==> src/rtl/core/asc_pkg.sv <==
// ----------------------------------------------------------------------------
// asc_pkg
// Shared widths, register indexes and the command word between the step
// counter's controller and datapath.
// ----------------------------------------------------------------------------
package asc_pkg;

  localparam int SAMPLE_BITS = 10;
  localparam int OFFSET_BITS = 10;
  localparam int THRESH_BITS = 11;
  localparam int MAG_BITS    = 11;
  localparam int COUNT_BITS  = 16;

  // Deviation covers both the sample and the offset range.
  localparam int DEV_BITS  = (SAMPLE_BITS > OFFSET_BITS) ? SAMPLE_BITS : OFFSET_BITS;
  localparam int SQ_BITS   = 2 * DEV_BITS;
  localparam int SUM_BITS  = SQ_BITS + 2;
  localparam int ROOT_BITS = SUM_BITS / 2;
  localparam int REM_BITS  = ROOT_BITS + 3;
  localparam int MAGF_BITS = ROOT_BITS + 1;
  localparam int CNT_BITS  = $clog2(ROOT_BITS);

  localparam int MAG_MAX = (1 << MAG_BITS) - 1;

  localparam int APB_DATA_BITS = 32;
  localparam int APB_ADDR_BITS = 5;
  localparam int REG_IDX_BITS  = 3;

  localparam logic [OFFSET_BITS-1:0] X_OFFSET_RST = OFFSET_BITS'(443);
  localparam logic [OFFSET_BITS-1:0] Y_OFFSET_RST = OFFSET_BITS'(493);
  localparam logic [OFFSET_BITS-1:0] Z_OFFSET_RST = OFFSET_BITS'(833);
  localparam logic [THRESH_BITS-1:0] RISE_RST     = THRESH_BITS'(75);
  localparam logic [THRESH_BITS-1:0] FALL_RST     = THRESH_BITS'(65);

  typedef enum logic [REG_IDX_BITS-1:0] {
    REG_X_OFFSET = 3'd0,
    REG_Y_OFFSET = 3'd1,
    REG_Z_OFFSET = 3'd2,
    REG_RISE     = 3'd3,
    REG_FALL     = 3'd4
  } reg_idx_t;

  typedef enum logic [1:0] {
    AX_X = 2'd0,
    AX_Y = 2'd1,
    AX_Z = 2'd2
  } axis_t;

  typedef struct packed {
    logic [OFFSET_BITS-1:0] x_offset;
    logic [OFFSET_BITS-1:0] y_offset;
    logic [OFFSET_BITS-1:0] z_offset;
    logic [THRESH_BITS-1:0] rise_threshold;
    logic [THRESH_BITS-1:0] fall_threshold;
  } cfg_t;

  typedef struct packed {
    logic  capture;    // latch the accepted word, clear the accumulator
    logic  sq_en;      // square the deviation of one axis
    axis_t axis;
    logic  acc_en;     // add the last square into the accumulator
    logic  root_load;  // start the root with the finished sum
    logic  root_step;  // one digit of the square root
    logic  finish;     // round, update step state, load the result
  } cmd_t;

endpackage

==> src/rtl/core/asc_cfg_regs.sv <==
// ----------------------------------------------------------------------------
// asc_cfg_regs
// APB register file holding the axis offsets and the step thresholds.
// ----------------------------------------------------------------------------
module asc_cfg_regs import asc_pkg::*; (
  input  logic                     clk,
  input  logic                     rst_n,
  input  logic                     psel,
  input  logic                     penable,
  input  logic                     pwrite,
  input  logic [APB_ADDR_BITS-1:0] paddr,
  input  logic [APB_DATA_BITS-1:0] pwdata,
  output logic [APB_DATA_BITS-1:0] prdata,
  output logic                     pready,
  output cfg_t                     cfg
);

  cfg_t     cfg_r;
  cfg_t     cfg_nxt;
  reg_idx_t idx;
  logic     wr_en;

  assign pready = 1'b1;
  assign idx    = reg_idx_t'(paddr[APB_ADDR_BITS-1:2]);
  assign wr_en  = psel && penable && pwrite && pready;
  assign cfg    = cfg_r;

  always_comb begin
    cfg_nxt = cfg_r;
    if (wr_en) begin
      unique case (idx)
        REG_X_OFFSET: cfg_nxt.x_offset       = pwdata[OFFSET_BITS-1:0];
        REG_Y_OFFSET: cfg_nxt.y_offset       = pwdata[OFFSET_BITS-1:0];
        REG_Z_OFFSET: cfg_nxt.z_offset       = pwdata[OFFSET_BITS-1:0];
        REG_RISE:     cfg_nxt.rise_threshold = pwdata[THRESH_BITS-1:0];
        REG_FALL:     cfg_nxt.fall_threshold = pwdata[THRESH_BITS-1:0];
        default:      cfg_nxt = cfg_r;
      endcase
    end
  end

  always_ff @(posedge clk) begin
    if (!rst_n) begin
      cfg_r.x_offset       <= X_OFFSET_RST;
      cfg_r.y_offset       <= Y_OFFSET_RST;
      cfg_r.z_offset       <= Z_OFFSET_RST;
      cfg_r.rise_threshold <= RISE_RST;
      cfg_r.fall_threshold <= FALL_RST;
    end else begin
      cfg_r <= cfg_nxt;
    end
  end

  always_comb begin
    unique case (idx)
      REG_X_OFFSET: prdata = APB_DATA_BITS'(cfg_r.x_offset);
      REG_Y_OFFSET: prdata = APB_DATA_BITS'(cfg_r.y_offset);
      REG_Z_OFFSET: prdata = APB_DATA_BITS'(cfg_r.z_offset);
      REG_RISE:     prdata = APB_DATA_BITS'(cfg_r.rise_threshold);
      REG_FALL:     prdata = APB_DATA_BITS'(cfg_r.fall_threshold);
      default:      prdata = '0;
    endcase
  end

endmodule

==> src/rtl/core/asc_ctrl.sv <==
// ----------------------------------------------------------------------------
// asc_ctrl
// Sequencer: squares the three axes over a shared multiplier, steps the
// square root one digit a cycle and hands the result to the output register.
// ----------------------------------------------------------------------------
module asc_ctrl import asc_pkg::*; (
  input  logic clk,
  input  logic rst_n,
  input  logic in_valid,
  output logic in_ready,
  output logic out_valid,
  input  logic out_ready,
  output cmd_t cmd
);

  typedef enum logic [3:0] {
    ST_IDLE = 4'b0001,
    ST_SQ   = 4'b0010,
    ST_ROOT = 4'b0100,
    ST_FIN  = 4'b1000
  } state_t;

  state_t              state_r;
  state_t              state_nxt;
  logic [CNT_BITS-1:0] cnt_r;
  logic [CNT_BITS-1:0] cnt_nxt;
  logic                out_valid_r;
  logic                out_valid_nxt;
  logic                slot_free;

  assign in_ready  = (state_r == ST_IDLE);
  assign out_valid = out_valid_r;
  assign slot_free = !out_valid_r || out_ready;

  always_comb begin
    state_nxt     = state_r;
    cnt_nxt       = cnt_r;
    out_valid_nxt = out_valid_r && !out_ready;
    cmd           = '0;
    cmd.axis      = AX_X;
    unique case (state_r)
      ST_IDLE: begin
        if (in_valid) begin
          cmd.capture = 1'b1;
          cnt_nxt     = '0;
          state_nxt   = ST_SQ;
        end
      end
      ST_SQ: begin
        // Squares go out one per cycle; the accumulator adds each one from the square register.
        case (cnt_r[1:0])
          2'd0: begin
            cmd.sq_en = 1'b1;
            cmd.axis  = AX_X;
          end
          2'd1: begin
            cmd.sq_en  = 1'b1;
            cmd.axis   = AX_Y;
            cmd.acc_en = 1'b1;
          end
          2'd2: begin
            cmd.sq_en  = 1'b1;
            cmd.axis   = AX_Z;
            cmd.acc_en = 1'b1;
          end
          default: begin
            cmd.root_load = 1'b1;
          end
        endcase
        if (cnt_r[1:0] == 2'd3) begin
          cnt_nxt   = '0;
          state_nxt = ST_ROOT;
        end else begin
          cnt_nxt = cnt_r + CNT_BITS'(1);
        end
      end
      ST_ROOT: begin
        cmd.root_step = 1'b1;
        if (cnt_r == CNT_BITS'(ROOT_BITS - 1)) begin
          cnt_nxt   = '0;
          state_nxt = ST_FIN;
        end else begin
          cnt_nxt = cnt_r + CNT_BITS'(1);
        end
      end
      ST_FIN: begin
        if (slot_free) begin
          cmd.finish    = 1'b1;
          out_valid_nxt = 1'b1;
          state_nxt     = ST_IDLE;
        end
      end
      default: begin
        state_nxt = ST_IDLE;
      end
    endcase
  end

  always_ff @(posedge clk) begin
    if (!rst_n) begin
      state_r     <= ST_IDLE;
      cnt_r       <= '0;
      out_valid_r <= 1'b0;
    end else begin
      state_r     <= state_nxt;
      cnt_r       <= cnt_nxt;
      out_valid_r <= out_valid_nxt;
    end
  end

endmodule

==> src/rtl/core/asc_datapath.sv <==
// ----------------------------------------------------------------------------
// asc_datapath
// Offset removal, shared squarer, accumulator, digit-by-digit square root,
// rounding and the step hysteresis with its running count.
// ----------------------------------------------------------------------------
module asc_datapath import asc_pkg::*; (
  input  logic                   clk,
  input  logic                   rst_n,
  input  cmd_t                   cmd,
  input  cfg_t                   cfg,
  input  logic [SAMPLE_BITS-1:0] x_sample,
  input  logic [SAMPLE_BITS-1:0] y_sample,
  input  logic [SAMPLE_BITS-1:0] z_sample,
  output logic [MAG_BITS-1:0]    magnitude,
  output logic                   step_pulse,
  output logic                   in_step_now,
  output logic [COUNT_BITS-1:0]  step_count
);

  logic [SAMPLE_BITS-1:0] x_r, y_r, z_r;
  logic [SQ_BITS-1:0]     sq_r;
  logic [SUM_BITS-1:0]    acc_r;
  logic [SUM_BITS-1:0]    sum_sh_r;
  logic [REM_BITS-1:0]    rem_r;
  logic [ROOT_BITS-1:0]   root_r;
  logic                   in_step_r;
  logic [COUNT_BITS-1:0]  total_r;
  logic [MAG_BITS-1:0]    mag_out_r;
  logic                   pulse_out_r;
  logic                   in_step_out_r;
  logic [COUNT_BITS-1:0]  count_out_r;

  logic [DEV_BITS-1:0]    smp;
  logic [DEV_BITS-1:0]    off;
  logic [DEV_BITS-1:0]    dev;
  logic [REM_BITS-1:0]    rem_sh;
  logic [REM_BITS-1:0]    trial;
  logic                   take;
  logic [MAGF_BITS-1:0]   mag_full;
  logic [MAG_BITS-1:0]    mag;
  logic                   pulse;
  logic                   in_step_rise;
  logic                   in_step_nxt;

  always_comb begin
    case (cmd.axis)
      AX_X:    begin smp = DEV_BITS'(x_r); off = DEV_BITS'(cfg.x_offset); end
      AX_Y:    begin smp = DEV_BITS'(y_r); off = DEV_BITS'(cfg.y_offset); end
      AX_Z:    begin smp = DEV_BITS'(z_r); off = DEV_BITS'(cfg.z_offset); end
      default: begin smp = '0;             off = '0;                      end
    endcase
    dev = (smp >= off) ? (smp - off) : (off - smp);
  end

  // One root digit: bring down the next bit pair and try (4*root + 1).
  assign rem_sh = {rem_r[REM_BITS-3:0], sum_sh_r[SUM_BITS-1 -: 2]};
  assign trial  = REM_BITS'({root_r, 2'b01});
  assign take   = (rem_sh >= trial);

  // The floor root rounds up when the remainder exceeds it.
  always_comb begin
    mag_full = MAGF_BITS'(root_r) + MAGF_BITS'(rem_r > REM_BITS'(root_r));
    if (mag_full > MAGF_BITS'(MAG_MAX)) begin
      mag = MAG_BITS'(MAG_MAX);
    end else begin
      mag = mag_full[MAG_BITS-1:0];
    end
    pulse        = (mag > cfg.rise_threshold) && !in_step_r;
    in_step_rise = in_step_r || pulse;
    in_step_nxt  = in_step_rise && !(mag < cfg.fall_threshold);
  end

  always_ff @(posedge clk) begin
    if (cmd.capture) begin
      x_r   <= x_sample;
      y_r   <= y_sample;
      z_r   <= z_sample;
      acc_r <= '0;
    end
    if (cmd.sq_en) begin
      sq_r <= SQ_BITS'(dev) * SQ_BITS'(dev);
    end
    if (cmd.acc_en) begin
      acc_r <= acc_r + SUM_BITS'(sq_r);
    end
    if (cmd.root_load) begin
      sum_sh_r <= acc_r + SUM_BITS'(sq_r);
      rem_r    <= '0;
      root_r   <= '0;
    end else if (cmd.root_step) begin
      sum_sh_r <= {sum_sh_r[SUM_BITS-3:0], 2'b00};
      rem_r    <= take ? (rem_sh - trial) : rem_sh;
      root_r   <= {root_r[ROOT_BITS-2:0], take};
    end
    if (cmd.finish) begin
      mag_out_r     <= mag;
      pulse_out_r   <= pulse;
      in_step_out_r <= in_step_nxt;
      count_out_r   <= total_r + COUNT_BITS'(pulse);
    end
  end

  always_ff @(posedge clk) begin
    if (!rst_n) begin
      in_step_r <= 1'b0;
      total_r   <= '0;
    end else if (cmd.finish) begin
      in_step_r <= in_step_nxt;
      total_r   <= total_r + COUNT_BITS'(pulse);
    end
  end

  assign magnitude   = mag_out_r;
  assign step_pulse  = pulse_out_r;
  assign in_step_now = in_step_out_r;
  assign step_count  = count_out_r;

endmodule

==> src/rtl/core/accel_step_counter.sv <==
// ----------------------------------------------------------------------------
// accel_step_counter
// Each accepted word carries one three-axis accelerometer reading and yields
// one result: the rounded magnitude of the offset-corrected vector, a step
// pulse, the in-step mark and the running step count. A word is accepted
// only when the block is idle, after the last word's result is loaded into
// the output register. The single squarer works through the three axes and
// the accumulator, then the square root resolves one digit per cycle; the
// result is loaded once the output register is free. A finished result waits
// in the output register while the next word is already being worked on.
// Offsets and thresholds are to be written over the APB port only while no
// word is in flight; the block itself does not enforce this.
// ----------------------------------------------------------------------------
module accel_step_counter import asc_pkg::*; (
  input  logic                     clk,
  input  logic                     rst_n,
  input  logic                     in_valid,
  output logic                     in_ready,
  input  logic [SAMPLE_BITS-1:0]   in_x_sample,
  input  logic [SAMPLE_BITS-1:0]   in_y_sample,
  input  logic [SAMPLE_BITS-1:0]   in_z_sample,
  output logic                     out_valid,
  input  logic                     out_ready,
  output logic [MAG_BITS-1:0]      out_magnitude,
  output logic                     out_step_pulse,
  output logic                     out_in_step_now,
  output logic [COUNT_BITS-1:0]    out_step_count,
  input  logic                     psel,
  input  logic                     penable,
  input  logic                     pwrite,
  input  logic [APB_ADDR_BITS-1:0] paddr,
  input  logic [APB_DATA_BITS-1:0] pwdata,
  output logic [APB_DATA_BITS-1:0] prdata,
  output logic                     pready
);

  cfg_t cfg;
  cmd_t cmd;

  asc_cfg_regs u_cfg (
    .clk     (clk),
    .rst_n   (rst_n),
    .psel    (psel),
    .penable (penable),
    .pwrite  (pwrite),
    .paddr   (paddr),
    .pwdata  (pwdata),
    .prdata  (prdata),
    .pready  (pready),
    .cfg     (cfg)
  );

  asc_ctrl u_ctrl (
    .clk       (clk),
    .rst_n     (rst_n),
    .in_valid  (in_valid),
    .in_ready  (in_ready),
    .out_valid (out_valid),
    .out_ready (out_ready),
    .cmd       (cmd)
  );

  asc_datapath u_dp (
    .clk         (clk),
    .rst_n       (rst_n),
    .cmd         (cmd),
    .cfg         (cfg),
    .x_sample    (in_x_sample),
    .y_sample    (in_y_sample),
    .z_sample    (in_z_sample),
    .magnitude   (out_magnitude),
    .step_pulse  (out_step_pulse),
    .in_step_now (out_in_step_now),
    .step_count  (out_step_count)
  );

endmodule

==> config.mk <==
export PLATFORM = sky130hd
export DESIGN_NAME = accel_step_counter
export DESIGN_NICKNAME = d
export VERILOG_FILES = /design/src/rtl/core/asc_pkg.sv /design/src/rtl/core/asc_cfg_regs.sv /design/src/rtl/core/asc_ctrl.sv /design/src/rtl/core/asc_datapath.sv /design/src/rtl/core/accel_step_counter.sv
export SDC_FILE = /design/constraint.sdc
export NUM_CORES = 1
export LEC_CHECK = 0
export BUFFER_PORTS_ARGS = -buffer_cell sky130_fd_sc_hd__buf_2
export CAP_MARGIN = 5
export CORE_ASPECT_RATIO = 0.6
export CORE_MARGIN = 2
export CORE_UTILIZATION = 65
export DETAILED_ROUTE_END_ITERATION = 10
export PLACE_DENSITY = 0.88
export SYNTH_ARGS = -nofsm -noshare
export SYNTH_HDL_FRONTEND = slang
export SYNTH_SLANG_ARGS = --single-unit
export TNS_END_PERCENT = 50
==> constraint.sdc <==
create_clock -name clk -period 20.2 [get_ports clk]
set_input_delay 4.04 -clock clk [delete_from_list [all_inputs] [get_ports clk]]
set_output_delay 4.04 -clock clk [all_outputs]
set_load 0.05 [all_outputs]
==> metrics.md <==
| Metric | Value |
|---|---|
| Outcome | complete, no violations |
| Global-route wire length before repair | roughly 60000 um |
| Hold Violations, Final | 0 |
| Post-DP HPWL | 27200 um |
| # IOs | about 140 |
| Sink Count | about 230 |
| DR pass1 iterations | 5 |
| Crit path max fanout | 20 |
| Sw frac | 0.444 |
| Sequential share of the synthesized area | 0.379 |
| Total number of vias | 12.1k |
| Worst-path clk slew | 0.06 ns |
| Area grow syn2layout | 8.96% |
| Gr ovfl total | 0 |
| P_sw | approximately 1.2 mW |
| Logic pwr share | 0.635 |
| Core Footprint | 0.0230 mm2 |
| Die ar. | 0.0245 mm2 |
| PD cells | 167 mW/mm2 |
| Die width | 201 um |
| Required time of the critical path | 16.16 ns |
| Ys Warns | 0 |
| Pint | 1.52 mW |
| Antenna diodes | 0 |
| Worst-margin pin slew | 1.28 ns |
| Final setup fails | 0 |
| Ys flop type | edfxtp_1 |
| Die Height | 122 um |
| Period utilisation layout | 0.498 |
| Fmax | 99.4 MHz |
| Number of global-route vias before repair | roughly 12k |
| Avg Vias per Cell | 6.07 |
| Depth of the CTS H-tree | 1 |
| Gr usage total | 0.301 |
| Leakage | roughly 7.4 nW |
| Post-synth ARST share | 0 |
| Post-synth EDFFs | ~120 |
| Num rows | 43 |
| Layout cell share with drive strength beyond 1 | 0.113 |
| Routability cong. | around 0.94 |
| Clock Power Share | 0.148 |
| # DRC | 0 |
| Max-cap violation count | 0 |
| Port Buffers | 92 |
| Commonest non-fill, non-tap cell in the layout | nand2_1 |
| Post-CTS Setup Repair Bufs | 0 |
| Clock latency on the worst-skew pair | 0.52 ns |
| Worst EP arrival | between 6 and 7 ns |
| Root Driver | clkbuf_16 |
| Final worst slack | just over 10 ns |
| Mapped cell area | 0.0151 mm2 |
| Slew margin rel. | 0.146 |
| Crit path launch type | primary input |
| Initial Util | 0.657 |
| Final Max Slew Viols | 0 |
| Kind of end point of the critical path | primary output |
| Min-Delay Path Class | reg2reg |
| Cts repair resizes | 0 |
| Dpl ws | 10.28 ns |
| CTS tree | built |
| Crit path time final | ~10 ns |
| RSZ-0062 raised after global routing | false |
| Max Clock Skew | between 0.015 and 0.02 ns |
| DRT iter0 DRCs | 1164 |
| Hold Buf Count CTS | 0 |
| Syn Area/Cell | 9.44 um2 |
| Post-DRT Antenna Nets | 0 |
| Largest net degree at the start of global routing | 44 |
| Layout Nets | 1922 |
| Num CTS Buffers | 22 |
| Worst vdd ir | between 0.3 and 0.4 mV |
| Setup CP Type | in2out |
| Synth unique cells | 97 |
| Worst-case clock buffer depth | 3 |
| #FFs+latches synth | 225 |
| Wire length per cell | 18.2 um |
| Cells after Synth | approximately 1.6k |
| Initial antenna violation count | 1 |
| DRT Wirelength | roughly 36000 um |
| Most frequent cells in the layout | 183 x nand2_1, 159 x inv_1, 129 x ha_1 |
| Reg power frac | 0.217 |
| Setup Total Neg Slack | 0 ns |
-- routing by layer --
layer  part of all wire  up-vias  GRT usage
met5                  0        -          0
met4              0.020        0     0.0796
met2               0.44      614      0.470
li1                   -     5657          -
met1               0.45     5793      0.430
met3              0.095       73     0.0615
-- layout make-up --
class / count / area [um2]
well taps: 315 / 394
inverters: 164 / 616
flip-flops and latches: 225 / 5730
repair buffers: 105 / 558
fillers: 1642 / 6520
clock buffers: 33 / 674
clock inverters: 7 / 40.0
multi-input cells: 1151 / 8450
-- synth_stat cells, types with 3 or more instances --
library cell,instances,share of area
a2111oi_0,4,0.0023
a211oi_1,10,0.0050
a21o_1,18,0.0089
a21o_2,4,0.0023
a21oi_1,81,0.027
a221oi_1,5,0.0029
a22o_1,3,0.0017
a22oi_1,38,0.019
a31o_2,3,0.0017
a31oi_1,5,0.0021
a32oi_1,3,0.0017
and2_1,4,0.0017
and3_1,15,0.0062
buf_4,26,0.013
clkbuf_1,47,0.012
dfxtp_1,103,0.14
edfxtp_1,122,0.24
fa_1,50,0.066
ha_1,129,0.11
inv_1,159,0.040
inv_2,3,0.00075
mux2_2,10,0.0075
mux2i_1,29,0.019
nand2_1,183,0.045
nand2b_1,20,0.0083
nand3_1,57,0.019
nand3b_1,9,0.0045
nand4_1,7,0.0029
nor2_1,123,0.031
nor2b_1,14,0.0058
nor3_1,22,0.0073
nor4_1,4,0.0017
nor4b_1,4,0.0023
o211ai_1,5,0.0025
o21a_1,22,0.011
o21ai_0,76,0.025
o21ai_1,5,0.0017
o21bai_1,7,0.0035
o22ai_1,11,0.0046
o2bb2ai_1,3,0.0017
o31ai_1,5,0.0025
or2_2,4,0.0017
or3_1,5,0.0021
xnor2_1,43,0.025
xor2_1,39,0.023
-- critical path: stages --
cell     delay [ns]
buf_2          0.36
nor2b_1        0.73
a22oi_1        0.20
o22ai_1        0.35
buf_2          0.33
-- flip-flops by register name, summed over array words and instances (netlist names), 4 cells and up --
signal	flops
u_cfg.cfg	52
u_ctrl.cnt_r	4
u_ctrl.state_r	4
u_dp.acc_r	22
u_dp.magnitude	11
u_dp.rem_r	14
u_dp.root_r	11
u_dp.sq_r	19
u_dp.step_count	16
u_dp.sum_sh_r	22
u_dp.total_r	16
u_dp.x_r	10
u_dp.y_r	10
u_dp.z_r	10
-- per-stage QoR --
step / util / power (mW) / area, um2 / hold WS (ns) / instances
final: 0.716 / 2.74 / 16500 / 0.483 / 2000
after global routing: 0.716 / 2.98 / 16500 / 0.507 / 2000
after CTS: 0.716 / 2.73 / 16500 / 0.480 / 2000
after detailed placement: 0.685 / 2.31 / 15700 / 0.470 / 1960
after global placement: 0.685 / 2.20 / 15700 / 0.453 / 1960
after floorplan: - / 1.93 / 15200 / 0.440 / 1619
-- power groups by stage --
stage | clock network [mW] | registers [mW] | logic (mW)
after global placement | 0 | 0.604 | 1.59
after detailed placement | 0 | 0.605 | 1.70
after CTS | 0.406 | 0.595 | 1.73
final | 0.404 | 0.595 | 1.74
after global routing | 0.427 | 0.596 | 1.96
after floorplan | 0 | 0.602 | 1.33
-- path summary, 6_finish.rpt --
kind / startpoint / endpoint / slack [ns] / cells after the start
max: paddr[2] / prdata[2] / 10.14 / 5
min: u_cfg.cfg[16] / u_cfg.cfg[16] / 0.48 / 2
max reg2reg: u_ctrl.state_r[3] / u_dp.sq_r[19] / 10.41 / 27
min reg2reg: u_cfg.cfg[16] / u_cfg.cfg[16] / 0.48 / 2
-- logic make-up (layout without fill, tap and decap cells) --
group	count (synthesis)	in the layout	synth area share
compound gates	333	333	0.147
xor+xnor	85	85	0.0513
fa+ha+maj	179	179	0.173
buf+inv	243	309	0.0687
flops	225	225	0.379
mux	40	40	0.0282
other cells	2	22	0.000497
simple gates	492	492	0.152
Note: power is estimated with default switching activity, not from simulation.
